[config.mk]
export PLATFORM = sky130hd
export DESIGN_NAME = thermistor_rcomp_compensation
export DESIGN_NICKNAME = d
export VERILOG_FILES = /design/src/hdl/thrc_pkg.sv /design/src/hdl/thermistor_rcomp_compensation.sv /design/src/hdl/thrc_div.sv /design/src/hdl/thrc_scan.sv
export SDC_FILE = /design/constraint.sdc
export NUM_CORES = 1
export LEC_CHECK = 0
export BUFFER_PORTS_ARGS = -buffer_cell sky130_fd_sc_hd__buf_2
export CAP_MARGIN = 20
export CORE_MARGIN = 4
export CORE_UTILIZATION = 59
export DETAILED_ROUTE_END_ITERATION = 7
export GPL_TIMING_DRIVEN = 0
export PLACE_DENSITY = 0.79
export SLEW_MARGIN = 20
export SYNTH_ARGS = -nofsm -noshare
export SYNTH_HDL_FRONTEND = slang
export SYNTH_SLANG_ARGS = --single-unit
[constraint.sdc]
create_clock -name clk_i -period 6.95 [get_ports clk_i]
set_input_delay 2.085 -clock clk_i [delete_from_list [all_inputs] [get_ports clk_i]]
set_output_delay 2.085 -clock clk_i [all_outputs]
set_load 0.01 [all_outputs]
[src/hdl/thrc_pkg.sv]
// ----------------------------------------------------------------------------
// thrc_pkg: shared types and constants for the thermistor compensation block
// Payload structs, register indexes, the voltage table and sequencer states.
// ----------------------------------------------------------------------------
`default_nettype none

package thrc_pkg;

  localparam int ADC_W   = 10;
  localparam int MV_W    = 11;
  localparam int CFG_W   = 14;
  localparam int COEF_W  = 14;
  localparam int IDX_W   = 3;
  localparam int DIV_W   = 21;
  localparam int DVSR_W  = 10;
  localparam int QUOT_W  = 10;
  localparam int ROM_DEPTH = 166;

  localparam logic [DIV_W-1:0]  MV_SCALE  = 21'd1500;
  localparam logic [DVSR_W-1:0] MV_DIVSR  = 10'd1023;
  localparam logic [DVSR_W-1:0] COEF_DIVSR = 10'd1000;
  localparam logic signed [7:0] TEMP_RESET = 8'sd20;
  localparam logic signed [7:0] TEMP_COLD  = -8'sd40;
  localparam logic [7:0] ALERT_BASE = 8'd32;

  // configuration register indexes
  localparam logic [IDX_W-1:0] CFG_BASE_RCOMP   = 3'd0;
  localparam logic [IDX_W-1:0] CFG_COEF_HOT     = 3'd1;
  localparam logic [IDX_W-1:0] CFG_COEF_COLD    = 3'd2;
  localparam logic [IDX_W-1:0] CFG_ALERT_THRESH = 3'd3;
  localparam logic [IDX_W-1:0] CFG_WIDE_MODE    = 3'd4;

  typedef struct packed {
    logic [ADC_W-1:0] adc_sample;
    logic             sample_valid;
  } in_t;

  typedef struct packed {
    logic signed [7:0] temperature_c;
    logic [7:0]        rcomp_value;
    logic [15:0]       config_word;
  } out_t;

  typedef struct packed {
    logic              start;
    logic [DIV_W-1:0]  dividend;
    logic [DVSR_W-1:0] divisor;
  } div_req_t;

  typedef struct packed {
    logic             done;
    logic [DIV_W-1:0] quotient;
  } div_rsp_t;

  typedef enum logic [3:0] {
    ST_IDLE,
    ST_SCALE,
    ST_DIV_MV,
    ST_WAIT_MV,
    ST_SCAN,
    ST_WAIT_SCAN,
    ST_MUL,
    ST_DIV_COEF,
    ST_WAIT_COEF,
    ST_FINISH
  } state_e;

  // descending thermistor voltage table in millivolts, -40 C first
  localparam logic [MV_W-1:0] VOLT_ROM [0:ROM_DEPTH-1] = '{
    11'd1442, 11'd1439, 11'd1435, 11'd1432, 11'd1428, 11'd1424, 11'd1420, 11'd1416,
    11'd1412, 11'd1407, 11'd1402, 11'd1397, 11'd1392, 11'd1387, 11'd1381, 11'd1375,
    11'd1369, 11'd1363, 11'd1357, 11'd1350, 11'd1343, 11'd1336, 11'd1329, 11'd1321,
    11'd1313, 11'd1305, 11'd1297, 11'd1288, 11'd1279, 11'd1270, 11'd1261, 11'd1251,
    11'd1242, 11'd1232, 11'd1221, 11'd1211, 11'd1200, 11'd1189, 11'd1178, 11'd1167,
    11'd1156, 11'd1144, 11'd1132, 11'd1120, 11'd1108, 11'd1095, 11'd1083, 11'd1070,
    11'd1057, 11'd1044, 11'd1030, 11'd1017, 11'd1004, 11'd990,  11'd976,  11'd962,
    11'd949,  11'd935,  11'd921,  11'd907,  11'd893,  11'd878,  11'd864,  11'd850,
    11'd836,  11'd822,  11'd808,  11'd794,  11'd780,  11'd766,  11'd752,  11'd738,
    11'd724,  11'd711,  11'd697,  11'd684,  11'd671,  11'd658,  11'd645,  11'd632,
    11'd619,  11'd606,  11'd594,  11'd582,  11'd570,  11'd558,  11'd546,  11'd534,
    11'd523,  11'd512,  11'd501,  11'd490,  11'd479,  11'd469,  11'd458,  11'd448,
    11'd438,  11'd429,  11'd419,  11'd410,  11'd400,  11'd391,  11'd383,  11'd374,
    11'd365,  11'd357,  11'd349,  11'd341,  11'd333,  11'd326,  11'd318,  11'd311,
    11'd304,  11'd297,  11'd290,  11'd283,  11'd277,  11'd270,  11'd264,  11'd258,
    11'd252,  11'd246,  11'd241,  11'd235,  11'd230,  11'd224,  11'd219,  11'd214,
    11'd209,  11'd204,  11'd200,  11'd195,  11'd191,  11'd186,  11'd182,  11'd178,
    11'd174,  11'd170,  11'd166,  11'd162,  11'd159,  11'd155,  11'd152,  11'd148,
    11'd145,  11'd142,  11'd139,  11'd135,  11'd132,  11'd130,  11'd127,  11'd124,
    11'd121,  11'd119,  11'd116,  11'd114,  11'd111,  11'd109,  11'd106,  11'd104,
    11'd102,  11'd100,  11'd98,   11'd96,   11'd94,   11'd92
  };

  // entries past the populated part read as zero
  function automatic logic [MV_W-1:0] volt_rom_rd(input logic [7:0] idx);
    logic [MV_W-1:0] v;
    v = '0;
    if (int'(idx) < ROM_DEPTH) begin
      v = VOLT_ROM[idx];
    end
    return v;
  endfunction

endpackage

`default_nettype wire

[src/hdl/thermistor_rcomp_compensation.sv]
// ----------------------------------------------------------------------------
// thermistor_rcomp_compensation: temperature compensated gauge word
// Converts a thermistor sample to degrees C and derives the compensation
// value and configuration word from it.
// ----------------------------------------------------------------------------
// Usage: a sample enters on the in channel (valid/ready) and one result leaves
// on the out channel (valid/ready). Registers are to be written through the
// plain cfg port only while the block is idle; the block itself does not
// enforce this. A valid sample passes through the scale, the millivolt divide,
// the table scan (one entry a cycle, ending at the first entry not above the
// voltage or at the last entry), the multiply, the coefficient divide and the
// finish step. An invalid sample goes from the scale step to the multiply.
// Throughput: one sample at a time; in_ready_o is high only while idle, so
// the next sample can be taken in the cycle after the result is loaded.
// The result sits in an output register, so the next sample can be taken
// while it still waits for the receiver.
// Reset: registers return to their defaults and the held temperature to 20 C.
// Stall: while the output register is full and not taken, a finished result
// waits in the last sequencer step and no new sample is accepted.
// ----------------------------------------------------------------------------
`default_nettype none

module thermistor_rcomp_compensation #(
  parameter int TABLE_ENTRIES = 166
) (
  input  wire logic                          clk_i,
  input  wire logic                          rst_ni,
  input  wire logic                          in_valid_i,
  output logic                               in_ready_o,
  input  wire thrc_pkg::in_t                 in_data_i,
  output logic                               out_valid_o,
  input  wire logic                          out_ready_i,
  output thrc_pkg::out_t                     out_data_o,
  input  wire logic                          cfg_we_i,
  input  wire logic [thrc_pkg::IDX_W-1:0]    cfg_index_i,
  input  wire logic [thrc_pkg::CFG_W-1:0]    cfg_data_i
);

  localparam int DW = thrc_pkg::DIV_W;

  thrc_pkg::state_e state_q, state_d;

  // configuration registers
  logic [7:0]                       base_q;
  logic signed [thrc_pkg::COEF_W-1:0] coef_hot_q;
  logic signed [thrc_pkg::COEF_W-1:0] coef_cold_q;
  logic [5:0]                       thresh_q;
  logic                             wide_q;

  logic [thrc_pkg::ADC_W-1:0] sample_q;
  logic                       svalid_q;
  logic signed [7:0]          temp_q;
  logic [DW-1:0]              dvd_q;
  logic [thrc_pkg::MV_W-1:0]  mv_q;
  logic [thrc_pkg::QUOT_W-1:0] quot_q;
  logic                       neg_q;
  logic                       out_valid_q;
  thrc_pkg::out_t             out_q;

  thrc_pkg::div_req_t div_req;
  thrc_pkg::div_rsp_t div_rsp;
  logic               scan_start;
  logic               scan_done;
  logic signed [7:0]  scan_temp;
  logic               out_free;

  logic signed [8:0]  diff;
  logic signed [thrc_pkg::COEF_W-1:0] coef_sel;
  logic signed [22:0] prod;
  logic [22:0]        mag;
  logic signed [11:0] sum;
  logic [7:0]         rcomp;
  logic [7:0]         thr8;
  logic [7:0]         alert;

  assign out_free = !out_valid_q || out_ready_i;

  // ------------------------------------------------------------ config port
  always_ff @(posedge clk_i or negedge rst_ni) begin
    if (!rst_ni) begin
      base_q      <= 8'd86;
      coef_hot_q  <= -14'sd1325;
      coef_cold_q <= -14'sd2925;
      thresh_q    <= 6'd4;
      wide_q      <= 1'b1;
    end else if (cfg_we_i) begin
      case (cfg_index_i)
        thrc_pkg::CFG_BASE_RCOMP:   base_q      <= cfg_data_i[7:0];
        thrc_pkg::CFG_COEF_HOT:     coef_hot_q  <= cfg_data_i;
        thrc_pkg::CFG_COEF_COLD:    coef_cold_q <= cfg_data_i;
        thrc_pkg::CFG_ALERT_THRESH: thresh_q    <= cfg_data_i[5:0];
        thrc_pkg::CFG_WIDE_MODE:    wide_q      <= cfg_data_i[0];
        default: ;
      endcase
    end
  end

  // ------------------------------------------------------------ sequencer
  always_ff @(posedge clk_i or negedge rst_ni) begin
    if (!rst_ni) begin
      state_q <= thrc_pkg::ST_IDLE;
    end else begin
      state_q <= state_d;
    end
  end

  always_comb begin
    state_d = state_q;
    case (state_q)
      thrc_pkg::ST_IDLE: begin
        if (in_valid_i) begin
          state_d = thrc_pkg::ST_SCALE;
        end
      end
      thrc_pkg::ST_SCALE: begin
        state_d = svalid_q ? thrc_pkg::ST_DIV_MV : thrc_pkg::ST_MUL;
      end
      thrc_pkg::ST_DIV_MV:  state_d = thrc_pkg::ST_WAIT_MV;
      thrc_pkg::ST_WAIT_MV: begin
        if (div_rsp.done) begin
          state_d = thrc_pkg::ST_SCAN;
        end
      end
      thrc_pkg::ST_SCAN:      state_d = thrc_pkg::ST_WAIT_SCAN;
      thrc_pkg::ST_WAIT_SCAN: begin
        if (scan_done) begin
          state_d = thrc_pkg::ST_MUL;
        end
      end
      thrc_pkg::ST_MUL:       state_d = thrc_pkg::ST_DIV_COEF;
      thrc_pkg::ST_DIV_COEF:  state_d = thrc_pkg::ST_WAIT_COEF;
      thrc_pkg::ST_WAIT_COEF: begin
        if (div_rsp.done) begin
          state_d = thrc_pkg::ST_FINISH;
        end
      end
      thrc_pkg::ST_FINISH: begin
        if (out_free) begin
          state_d = thrc_pkg::ST_IDLE;
        end
      end
      default: state_d = thrc_pkg::ST_IDLE;
    endcase
  end

  always_comb begin
    in_ready_o       = 1'b0;
    scan_start       = 1'b0;
    div_req.start    = 1'b0;
    div_req.dividend = dvd_q;
    div_req.divisor  = thrc_pkg::MV_DIVSR;
    case (state_q)
      thrc_pkg::ST_IDLE:     in_ready_o = 1'b1;
      thrc_pkg::ST_DIV_MV:   div_req.start = 1'b1;
      thrc_pkg::ST_SCAN:     scan_start = 1'b1;
      thrc_pkg::ST_DIV_COEF: begin
        div_req.start   = 1'b1;
        div_req.divisor = thrc_pkg::COEF_DIVSR;
      end
      default: ;
    endcase
  end

  // ------------------------------------------------------------ datapath
  assign diff     = 9'(temp_q) - 9'sd20;
  assign coef_sel = (temp_q > thrc_pkg::TEMP_RESET) ? coef_hot_q : coef_cold_q;
  assign prod     = 23'(diff) * 23'(coef_sel);
  assign mag      = prod[22] ? 23'(-prod) : 23'(prod);

  // base plus or minus the truncated quotient, then clamp to a byte
  assign sum   = $signed({4'b0, base_q})
               + (neg_q ? -$signed({2'b0, quot_q}) : $signed({2'b0, quot_q}));
  assign rcomp = sum[11] ? 8'd0 : ((|sum[10:8]) ? 8'hFF : sum[7:0]);
  assign thr8  = wide_q ? {1'b0, thresh_q, 1'b0} : {2'b0, thresh_q};
  assign alert = thrc_pkg::ALERT_BASE - thr8;

  always_ff @(posedge clk_i or negedge rst_ni) begin
    if (!rst_ni) begin
      temp_q <= thrc_pkg::TEMP_RESET;
    end else if (state_q == thrc_pkg::ST_WAIT_SCAN && scan_done) begin
      temp_q <= scan_temp;
    end
  end

  always_ff @(posedge clk_i) begin
    case (state_q)
      thrc_pkg::ST_IDLE: begin
        if (in_valid_i) begin
          sample_q <= in_data_i.adc_sample;
          svalid_q <= in_data_i.sample_valid;
        end
      end
      thrc_pkg::ST_SCALE: dvd_q <= DW'(sample_q) * thrc_pkg::MV_SCALE;
      thrc_pkg::ST_WAIT_MV: begin
        if (div_rsp.done) begin
          mv_q <= div_rsp.quotient[thrc_pkg::MV_W-1:0];
        end
      end
      thrc_pkg::ST_MUL: begin
        dvd_q <= mag[DW-1:0];
        neg_q <= prod[22];
      end
      thrc_pkg::ST_WAIT_COEF: begin
        if (div_rsp.done) begin
          quot_q <= div_rsp.quotient[thrc_pkg::QUOT_W-1:0];
        end
      end
      default: ;
    endcase
  end

  // ------------------------------------------------------------ output register
  always_ff @(posedge clk_i or negedge rst_ni) begin
    if (!rst_ni) begin
      out_valid_q <= 1'b0;
    end else if (state_q == thrc_pkg::ST_FINISH && out_free) begin
      out_valid_q <= 1'b1;
    end else if (out_ready_i) begin
      out_valid_q <= 1'b0;
    end
  end

  always_ff @(posedge clk_i) begin
    if (state_q == thrc_pkg::ST_FINISH && out_free) begin
      out_q.temperature_c <= temp_q;
      out_q.rcomp_value   <= rcomp;
      out_q.config_word   <= {rcomp, alert};
    end
  end

  assign out_valid_o = out_valid_q;
  assign out_data_o  = out_q;

  // ------------------------------------------------------------ units
  thrc_div u_div (
    .clk_i  (clk_i),
    .rst_ni (rst_ni),
    .req_i  (div_req),
    .rsp_o  (div_rsp)
  );

  thrc_scan #(
    .TABLE_ENTRIES (TABLE_ENTRIES)
  ) u_scan (
    .clk_i   (clk_i),
    .rst_ni  (rst_ni),
    .start_i (scan_start),
    .mv_i    (mv_q),
    .done_o  (scan_done),
    .temp_o  (scan_temp)
  );

endmodule

`default_nettype wire

[src/hdl/thrc_div.sv]
// ----------------------------------------------------------------------------
// thrc_div: shared constant divider
// Quotient of a 21-bit dividend by 1023 or 1000 through a reciprocal
// multiply, operands registered on start and the quotient in the cycle after.
// ----------------------------------------------------------------------------
`default_nettype none

module thrc_div (
  input  wire logic               clk_i,
  input  wire logic               rst_ni,
  input  wire thrc_pkg::div_req_t req_i,
  output thrc_pkg::div_rsp_t      rsp_o
);

  localparam int DW = thrc_pkg::DIV_W;
  localparam int PW = 43;
  // ceil(2^31 / 1023) and ceil(2^30 / 1000), exact over the dividend range
  localparam logic [21:0] REC_MV   = 22'd2099203;
  localparam logic [21:0] REC_COEF = 22'd1073742;

  logic          busy_q;
  logic          done_q;
  logic [DW-1:0] dvd_q;
  logic          sel_q;
  logic [DW-1:0] quo_q, quo_d;
  logic [21:0]   recip;
  logic [PW-1:0] prod;

  assign recip = sel_q ? REC_COEF : REC_MV;
  assign prod  = PW'(dvd_q) * PW'(recip);
  assign quo_d = sel_q ? {8'b0, prod[42:30]} : {9'b0, prod[42:31]};

  always_ff @(posedge clk_i or negedge rst_ni) begin
    if (!rst_ni) begin
      busy_q <= 1'b0;
      done_q <= 1'b0;
    end else begin
      busy_q <= req_i.start;
      done_q <= busy_q;
    end
  end

  always_ff @(posedge clk_i) begin
    if (req_i.start) begin
      dvd_q <= req_i.dividend;
      sel_q <= (req_i.divisor == thrc_pkg::COEF_DIVSR);
    end
    if (busy_q) begin
      quo_q <= quo_d;
    end
  end

  assign rsp_o.done     = done_q;
  assign rsp_o.quotient = quo_q;

endmodule

`default_nettype wire

[src/hdl/thrc_scan.sv]
// ----------------------------------------------------------------------------
// thrc_scan: voltage table scan
// Walks the descending table one entry a cycle and converts the hit count
// into degrees C.
// ----------------------------------------------------------------------------
`default_nettype none

module thrc_scan #(
  parameter int TABLE_ENTRIES = 166
) (
  input  wire logic                        clk_i,
  input  wire logic                        rst_ni,
  input  wire logic                        start_i,
  input  wire logic [thrc_pkg::MV_W-1:0]   mv_i,
  output logic                             done_o,
  output logic signed [7:0]                temp_o
);

  localparam int IW  = $clog2(TABLE_ENTRIES);
  localparam int NW  = $clog2(TABLE_ENTRIES + 1);
  localparam int TW  = 10;

  logic                     busy_q;
  logic                     done_q;
  logic [IW-1:0]            idx_q;
  logic [NW-1:0]            cnt_q;
  logic [thrc_pkg::MV_W-1:0] mv_q;
  logic                     hit;
  logic                     last;
  logic [TW-1:0]            cnt_ext;
  logic [TW-1:0]            temp_raw;

  assign hit  = mv_q < thrc_pkg::volt_rom_rd(8'(idx_q));
  assign last = idx_q == IW'(TABLE_ENTRIES - 1);

  always_ff @(posedge clk_i or negedge rst_ni) begin
    if (!rst_ni) begin
      busy_q <= 1'b0;
      done_q <= 1'b0;
      idx_q  <= '0;
      cnt_q  <= '0;
    end else begin
      done_q <= 1'b0;
      if (start_i) begin
        busy_q <= 1'b1;
        idx_q  <= '0;
        cnt_q  <= '0;
      end else if (busy_q) begin
        if (hit) begin
          cnt_q <= cnt_q + 1'b1;
        end
        if (!hit || last) begin
          busy_q <= 1'b0;
          done_q <= 1'b1;
        end else begin
          idx_q <= idx_q + 1'b1;
        end
      end
    end
  end

  always_ff @(posedge clk_i) begin
    if (start_i) begin
      mv_q <= mv_i;
    end
  end

  // at or above the top entry reads as the coldest point
  assign cnt_ext  = TW'(cnt_q);
  assign temp_raw = cnt_ext - TW'(41);
  assign temp_o   = (cnt_q == '0) ? thrc_pkg::TEMP_COLD : temp_raw[7:0];
  assign done_o   = done_q;

endmodule

`default_nettype wire
==> metrics.txt, run 1 <==
status finished with violations; failing checks negative setup slack; grt met1 use 0.3637; cell type with the highest aggregate area in the netlist fa_1; Final Hold Viols 0; FP Rows 75; crit-path max FO 8; setup ws final -0.03639 ns; 1st-iter DRT viols 1364; period utilization 1.005; Die Ht 214.1 µm; CTS tree done; antenna viol nets, final 0; met3 Resource Use GR 0.03032; Skew-Pair Late Insertion Delay about 0.45 ns; sequential element share of the synthesized area 0.2232; cts hold-fix bufs 0; Core Region 41950 µm²; share of layout cells above drive strength 1 0.1622; dominant cell by count in the synthesized netlist inv_1; maximum number of pins on one net before global-route repair 51; Crit path max-delay family adder cells; Crit-path slowest cell dfstp_2; Cell variety after synth 92; placed wire-length estimate 51330 µm; GR peak layer met2; Final Setup Violations 2; detailed-route via count 19220; GPL Wtd Cong 0.9531; Worst EP arrival 7.17 ns; crit start category register; ys flop type edfxtp_1; final WL 65430 µm; gr ovfl total 0; I/O Pins between 60 and 70; Fillers 3235; Synth area leaders fa_1 (23%), ha_1 (18%), edfxtp_1 (15%); Mapped Area around 25000 µm²; FF-to-FF path depth 26; Fmax 143.1 MHz; vias in the first global route 20010; Critical Path Max Stage Delay 0.65 ns; CTS Sinks approximately 200; Buffers on Ports 66; ys async rst share 0.3838; Vias/cell 5.875; warnings from Yosys 0; first-pass GRT wire length roughly 100000 µm; Hold Path Stages 0; WP data required 7.14 ns; critical path class reg -> reg; DRC 0; Layout area overhead 12.90%; first-pass detailed-route iteration total 5; post-placement worst setup slack -1.663 ns; Post-synth EDFFs 122; drt wl/cell 20.00 µm; top post-synthesis cells by count inv_1 (412), ha_1 (359), fa_1 (287); Hold Path Class reg -> reg; Final min period 6.986 ns; nets@finish 3397; most frequent CP cell fa_1; CP endpoint kind register; CTS Root Cell clkbuf_16; Die W roughly 210 µm; Worst path depth 26; Starting Density 0.5977; maximum clock path buffer count 2; clk_skew 0.01777 ns; H-tree level count 4; Clock Pin Slew Worst Setup and Hold Paths 0.08 ns; Slew Limit Fails 0; Die ar. between 40000 and 50000 µm²; max_cap viols 0; Avg Synthesized Cell Area 9.851 µm²; worst slew pin tran 1.018 ns; post-synth top area share 0.2292; Mapped Cells 2545; Buf+Inv Stages, Crit Path 6; CTS buffer count 17; GRT Total Usage 0.2812; slew margin rel. 0.3212; initial antenna violation count 1; Seq cells post-synth 198; RSZ-0062 raised after global routing true; met2 Use GR 0.4982
## layout by cell type, fill, tap and decap left out, types with 15 or more instances in the layout
cell,Yosys,routed
buf_2,10,73
dfrtp_1,52,50
edfxtp_1,122,122
buf_4,10,62
nor3_1,24,22
dfstp_2,24,24
fa_1,287,279
xnor2_1,65,59
mux2i_1,26,17
nor2b_1,35,32
inv_1,412,396
conb_1,2,31
clkbuf_16,0,20
a21oi_1,117,108
a31oi_1,25,23
clkbuf_1,57,46
nand3_1,29,28
a211oi_1,18,15
o211ai_1,17,17
nand2b_1,38,38
nor2_1,199,194
mux2_2,56,51
ha_1,359,342
or2_2,24,24
nand2_1,192,179
xor2_1,35,32
a21o_1,25,25
o21ai_0,85,72
## layout make-up
cell class / instances / area (µm²) / area share
timing repair buffer: 125 / 843.3 / 0.02980
sequential: 198 / 5598 / 0.1978
inverter: 414 / 1569 / 0.05544
clock buffer: 20 / 478.0 / 0.01689
buffer: 83 / 526.8 / 0.01861
multi-input combinational: 1879 / 18480 / 0.6530
antenna: 1 / 2.502 / 0.00008841
clock inverter: 12 / 128.9 / 0.004553
tap: 539 / 674.4 / 0.02383
## worst register-to-register path, stage by stage (launching register included)
cell and delay (ns):
dfstp_2 0.65, ha_1 0.18, a21o_1 0.15, a21oi_4 0.08, buf_8 0.16, buf_4 0.14
mux2_2 0.28, nand2_1 0.09, fa_1 0.55, inv_1 0.07, fa_1 0.51, inv_1 0.06
fa_1 0.53, inv_1 0.05, fa_1 0.44, ha_1 0.29, ha_2 0.33, a211oi_4 0.29
o21bai_1 0.12, buf_4 0.15, a2111oi_4 0.41, nor4_1 0.09, and4bb_2 0.31, and4b_1 0.24
a31oi_1 0.12, xnor2_1 0.16, mux2_4 0.28
## final timing paths
| path | startpoint | end | slack (ns) |
|---|---|---|---|
| hold reg to reg | dvd_q[18] | u_div.dvd_q[18] | 0.42 |
| hold / removal | dvd_q[18] | u_div.dvd_q[18] | 0.42 |
| setup reg to reg | temp_q[2] | dvd_q[19] | -0.04 |
| setup / recovery | temp_q[2] | dvd_q[19] | -0.04 |
| min in group asynchronous | rst_ni | coef_cold_q[9] | 1.54 |
| max in group asynchronous | rst_ni | base_q[4] | 4.77 |
## stage by stage
stage / hold slack (ns) / setup TNS (ns) / std cells / util / cell area [µm²]
global placement: 0.4011 / -32.57 / 3179 / 0.6243 / 26190
global route: 0.4252 / -5.615 / 3271 / 0.6748 / 28300
finish: 0.4190 / -0.04364 / 3271 / 0.6748 / 28300
CTS: 0.4198 / 0 / 3243 / 0.6576 / 27580
floorplan: 0.4003 / -0.02338 / 2574 / - / 25180
detailed placement: 0.4045 / -36.41 / 3187 / 0.6270 / 26300
## state kept, by name, summed over array words and instances, names as in the netlist, 4 cells and up
signal and count:
base_q 8, coef_cold_q 14, coef_hot_q 14, dvd_q 21
mv_q 11, out_data_o 24, quot_q 10, sample_q 10
state_q 4, temp_q 8, thresh_q 6, u_div.dvd_q 21
u_div.quo_q 11, u_scan.cnt_q 8, u_scan.idx_q 8, u_scan.mv_q 11
## kinds of logic (layout without fill, tap and decap cells)
family,after synthesis,count (layout),share of synthesized area
flip-flops,198,198,0.2232
AND/OR/NAND/NOR,628,628,0.1189
adder cells (fa/ha/maj),647,647,0.4087
multiplexers,84,84,0.03733
buffers and inverters,497,654,0.07731
AO/OA/AOI/OAI,388,388,0.09842
XOR/XNOR,101,101,0.03583
other,2,32,0.0002996
## routing by layer
layer,vias up,wire length [µm]
li1,8796,-
met2,649,33460
met3,135,3583
met4,0,2149
met5,-,0
met1,9638,26250
## timing repair
action	4_1_cts	5_1_grt
setup buffers	24	28
endpoints found under the setup margin	32	32
pin swaps	38	72
resized for setup	105	122
Power of run 1 is left out: the tool's default activity adds up to more than one toggle a clock period on the data nets, which glitch-free logic cannot reach.
==> run 2, diff against run 1 <==
--- a/config.mk
+++ b/config.mk
@@ -8,10 +8,10 @@
 export BUFFER_PORTS_ARGS = -buffer_cell sky130_fd_sc_hd__buf_2
 export CAP_MARGIN = 20
 export CORE_MARGIN = 4
-export CORE_UTILIZATION = 59
+export CORE_UTILIZATION = 66
 export DETAILED_ROUTE_END_ITERATION = 7
 export GPL_TIMING_DRIVEN = 0
-export PLACE_DENSITY = 0.79
+export PLACE_DENSITY = 0.84
 export SLEW_MARGIN = 20
 export SYNTH_ARGS = -nofsm -noshare
 export SYNTH_HDL_FRONTEND = slang
==> constraint.sdc (replaced) <==
create_clock -name clk_i -period 7 [get_ports clk_i]
set_input_delay 2.1 -clock clk_i [delete_from_list [all_inputs] [get_ports clk_i]]
set_output_delay 2.1 -clock clk_i [all_outputs]
set_load 0.01 [all_outputs]
==> metrics.txt, run 2 (synthesized netlist as in run 1, its figures left out) <==
status finished with violations; failing checks negative setup slack; worst slew pin tran 1.055 ns (+0.03655 ns); commonest non-fill, non-tap cell in the layout inv_1; most frequent CP cell fa_1; Critical Path Max Stage Delay 0.60 ns (-0.05 ns); critical path class reg -> reg; FP Rows 71 (-5.3%); cts hold-fix bufs 0 (unchanged); number of antenna diodes 0 (-1); Die ar. 41170 µm² (-10%); Crit-path slowest cell fa_1; FF-to-FF path depth 28 (+7.7%); crit start category register; Fmax 136.1 MHz (-4.9%); Crit path max-delay family adder cells; period utilization 1.050 (+0.04463); CTS Sinks 198 (unchanged); Buf+Inv Stages, Crit Path 8 (+2); Hold Path Stages 0 (unchanged); nets@finish 3402 (+0.15%); r2r setup slk -0.35 ns (-0.31 ns); commonest cells after routing, fill and taps aside inv_1 (394), ha_1 (338), fa_1 (281); max reg flops 24 (unchanged); GPL Wtd Cong 0.9929 (+4.2%); Hold Path Class reg -> reg; final WL 72830 µm (+11%); worst reg2reg startpoint temp_q[3]; Clock Pin Slew Worst Setup and Hold Paths 0.09 ns (about the same); worst hold margin 0.4192 ns (+0.0001640 ns); Final Hold Viols 0 (unchanged); CTS buffer count 17 (unchanged); vias in the first global route 20800 (+4.0%); RSZ-0062 raised after global routing true; CTS Root Cell clkbuf_16; first-pass GRT wire length 105600 µm (+1.5%); Core Region 37580 µm² (-10%); Worst Hold Launch dvd_q[0]; placed wire-length estimate 51480 µm (+0.30%); Worst EP arrival 7.51 ns (+0.34 ns); share of layout cells above drive strength 1 0.1721 (+0.009937); first-pass detailed-route iteration total 6 (+1); I/O Pins 67 (unchanged); CP endpoint kind register; GRT Total Usage 0.3211 (+0.03995); drt wl/cell 22.43 µm (+12%); setup ws final -0.3491 ns (-0.3127 ns); maximum clock path buffer count 2 (unchanged); WP data required 7.16 ns (+0.02 ns); Buffers on Ports 66 (unchanged); crit-path max FO 6 (-2); 1st-iter DRT viols 2220 (+63%); Vias/cell 6.326 (+7.7%); initial antenna violation count 0 (-1); Die W 202.9 µm (-5.2%); detailed-route via count 20540 (+6.9%); DRC 0 (unchanged); Starting Density 0.6672 (+0.06949); setup_tns -4.474 ns (-4.430 ns); Slew Limit Fails 0 (unchanged); H-tree level count 4 (unchanged); antenna viol nets, final 0 (unchanged); Final min period 7.349 ns (+0.3627 ns); Reg-to-Reg End dvd_q[10]; Die Ht 202.9 µm (-5.2%); Final Setup Violations 20 (+18); clk_skew 0.02611 ns (+0.008343 ns); maximum number of pins on one net before global-route repair 42 (-18%); slew margin rel. 0.2918 (-0.02942); Endpoint, Worst Hold u_div.dvd_q[0]; Skew-Pair Late Insertion Delay 0.46 ns (about the same); Layout area overhead 13.42%; max_cap viols 0 (unchanged); gr ovfl total 0 (unchanged); CTS tree done
==> run 2: routing by layer <==
metal | track usage | wire [µm]
met2 | 0.5627 | 36480
met5 | 0 | 0
met4 | 0.1394 | 4459
met3 | 0.04185 | 5622
met1 | 0.4017 | 26260
==> run 2: what timing repair did <==
item                                   CTS  global route
cloned                                   0             2
setup endpoints to repair               32            31
setup buffers                           10            45
pin swaps                               24            93
resized for setup                      101           159
endpoints found under the hold margin    0             0
==> run 2: worst max-delay path by stage <==
stage | cells after the start | startpoint | slack [ns] | end
6_report | 28 | temp_q[3] | -0.35 | dvd_q[10]
5_1_grt | 28 | temp_q[3] | -0.50 | dvd_q[10]
4_1_cts | 21 | u_div.sel_q | -0.02 | u_div.quo_q[9]
3_5_place_dp | 25 | u_div.sel_q | -1.61 | u_div.quo_q[4]
3_3_place_gp | 25 | u_div.sel_q | -1.49 | u_div.quo_q[4]
2_1_floorplan | 25 | u_div.sel_q | 0.01 | u_div.quo_q[4]
==> run 2: per-stage QoR <==
step | setup WS [ns] | std cells | util | cell area [µm²]
after floorplan | 0.01211 | 2574 | - | 25180
after global placement | -1.486 | 3151 | 0.6959 | 26150
after detailed placement | -1.612 | 3159 | 0.6987 | 26260
after CTS | -0.02447 | 3201 | 0.7274 | 27340
after global routing | -0.5008 | 3247 | 0.7567 | 28430
final | -0.3491 | 3247 | 0.7567 | 28430
==> run 2: area by class of cell <==
class / count / area, µm²
plain buffers: 82 / 506.7
clock buffers: 18 / 429.2
clock inverters: 14 / 166.4
fillers: 2280 / 9143
inverters: 414 / 1575
multi-input cells: 1879 / 18630
flip-flops and latches: 198 / 5598
well taps: 511 / 639.4
repair buffers: 131 / 888.4
Power of run 2 is left out for the same reason.
==> run 3, diff against run 2 <==
--- a/config.mk
+++ b/config.mk
@@ -8,10 +8,10 @@
 export BUFFER_PORTS_ARGS = -buffer_cell sky130_fd_sc_hd__buf_2
 export CAP_MARGIN = 20
 export CORE_MARGIN = 4
-export CORE_UTILIZATION = 66
+export CORE_UTILIZATION = 59
 export DETAILED_ROUTE_END_ITERATION = 7
 export GPL_TIMING_DRIVEN = 0
-export PLACE_DENSITY = 0.84
+export PLACE_DENSITY = 0.79
 export SLEW_MARGIN = 20
 export SYNTH_ARGS = -nofsm -noshare
 export SYNTH_HDL_FRONTEND = slang
==> constraint.sdc (replaced) <==
create_clock -name clk_i -period 6.4 [get_ports clk_i]
set_input_delay 1.92 -clock clk_i [delete_from_list [all_inputs] [get_ports clk_i]]
set_output_delay 1.92 -clock clk_i [all_outputs]
set_load 0.01 [all_outputs]
==> metrics.txt, run 3 (synthesized netlist as in run 1, its figures left out) <==
status finished with violations; failing checks negative setup slack; setup ws final -0.6749 ns (-0.3258 ns); initial antenna violation count 0 (unchanged); Slew Limit Fails 0 (unchanged); FF-to-FF path depth 25 (-11%); area of the multi-input gates 19220 µm² (+3.1%); FP Rows 75 (+5.6%); Final min period 7.075 ns (-0.2742 ns); GRT Total Usage 0.2965 (-0.02462); RSZ-0062 raised after global routing true; max reg flops 24 (unchanged); share of layout cells above drive strength 1 0.2129 (+0.04080); maximum number of pins on one net before global-route repair 59 (+40%); antenna viol nets, final 0 (unchanged); H-tree level count 4 (unchanged); CTS Root Cell clkbuf_16; placed cell areas 26650 µm² (+1.5%); Hold Path Stages 0 (unchanged); slew margin rel. 0.3347 (+0.04293); Skew-Pair Late Insertion Delay 0.45 ns (about the same); Starting Density 0.5977 (-0.06949); Fillers 2851 (+25%); Vias/cell 5.952 (-5.9%); Core Region 41950 µm² (+12%); period utilization 1.105 (+0.05558); max_cap viols 0 (unchanged); CTS buffer count 17 (unchanged); Final Hold Viols 0 (unchanged); worst slew pin tran 0.9979 ns (-0.05681 ns); WP data required 6.56 ns (-0.60 ns); Die Ht 214.1 µm (+5.5%); worst hold margin 0.4124 ns (-0.006777 ns); Fmax 141.3 MHz (+3.9%); vias in the first global route 21070 (+1.3%); CP endpoint kind register; clk_skew 0.02203 ns (-0.004082 ns); CTS Sinks 198 (unchanged); GPL Wtd Cong 0.9684 (-2.5%); Worst EP arrival 7.24 ns (-0.27 ns); Die W 214.1 µm (+5.5%); first-pass detailed-route iteration total 6 (unchanged); detailed-route via count 19770 (-3.8%); maximum clock path buffer count 2 (unchanged); final instance area 29600 µm² (+4.1%); crit start category register; Clock Pin Slew Worst Setup and Hold Paths 0.09 ns (about the same); nets@finish 3446 (+1.3%); cts hold-fix bufs 0 (unchanged); crit-path max FO 6 (unchanged); critical path class reg -> reg; setup_tns -13.07 ns (-8.601 ns); Die ar. 45850 µm² (+11%); final WL 69500 µm (-4.6%); Hold Path Class reg -> reg; 1st-iter DRT viols 1602 (-28%); I/O Pins 67 (unchanged); commonest non-fill, non-tap cell in the layout inv_1; commonest cells after routing, fill and taps aside inv_1 (384), ha_1 (320), fa_1 (272); placed wire-length estimate 51020 µm (-0.91%); CTS tree done; Buffers on Ports 66 (unchanged); Final Setup Violations 32 (+60%); Layout area overhead 18.07%; post-placement worst setup slack -1.027 ns (+0.5846 ns); drt wl/cell 20.93 µm (-6.7%); Register Area 5599 µm² (about the same); DRC 0 (unchanged); gr ovfl total 0 (unchanged); first-pass GRT wire length 109700 µm (+3.9%)
## run 3: cell type report
cell class | count | share of cell area
Inverter | 414 | 0.05419
Buffer | 82 | 0.01966
Clock inverter | 15 | 0.006763
Clock buffer | 17 | 0.01437
Sequential cell | 198 | 0.1892
Multi-Input combinational cell | 1880 | 0.6492
Antenna cell | 2 | 0.0001691
Timing Repair Buffer | 174 | 0.04367
Tap cell | 539 | 0.02278
## run 3: path summary, 6_finish.rpt
check                           from               to  slack [ns]
setup / recovery           temp_q[2]        dvd_q[18]       -0.67
hold / removal             dvd_q[16]  u_div.dvd_q[16]        0.41
setup reg to reg           temp_q[2]        dvd_q[18]       -0.67
hold reg to reg            dvd_q[16]  u_div.dvd_q[16]        0.41
max in group asynchronous     rst_ni        base_q[2]        4.43
min in group asynchronous     rst_ni   coef_hot_q[10]        1.34
## run 3: per-layer routing
layer / vias up / track usage / part of all wire
met3: 230 / 0.04010 / 0.056
met1: 9867 / 0.3712 / 0.39
met5: - / 0 / 0
met2: 757 / 0.5258 / 0.51
li1: 8912 / - / -
met4: 0 / 0.1130 / 0.043
## run 3: repair_timing
item,4_1_cts,5_1_grt
gates resized for setup,210,84
gates cloned,3,1
setup endpoints to repair,32,42
pin swaps,105,55
buffers inserted,74,24
## run 3: critical path: stages, from the launching register on
cell,delay [ns]
dfstp_2,0.64
o21ai_4,0.07
a21o_1,0.18
a21oi_4,0.23
clkbuf_16,0.21
buf_12,0.10
mux2_4,0.32
nand2_2,0.08
fa_1,0.45
fa_1,0.55
inv_2,0.06
fa_1,0.57
fa_1,0.46
fa_1,0.60
ha_4,0.24
buf_4,0.15
a211oi_1,0.27
nor2_1,0.14
nor2b_2,0.16
or4b_4,0.50
nor3_4,0.23
buf_4,0.16
a21oi_2,0.05
xnor2_1,0.12
nor2_1,0.14
a21oi_2,0.08
## run 3: through the flow
step / util / instances
2_1_floorplan: - / 2574
4_1_cts: 0.6920 / 3296
5_1_grt: 0.7055 / 3319
3_5_place_dp: 0.6354 / 3187
3_3_place_gp: 0.6327 / 3179
6_report: 0.7057 / 3321
Power of run 3 is left out for the same reason.
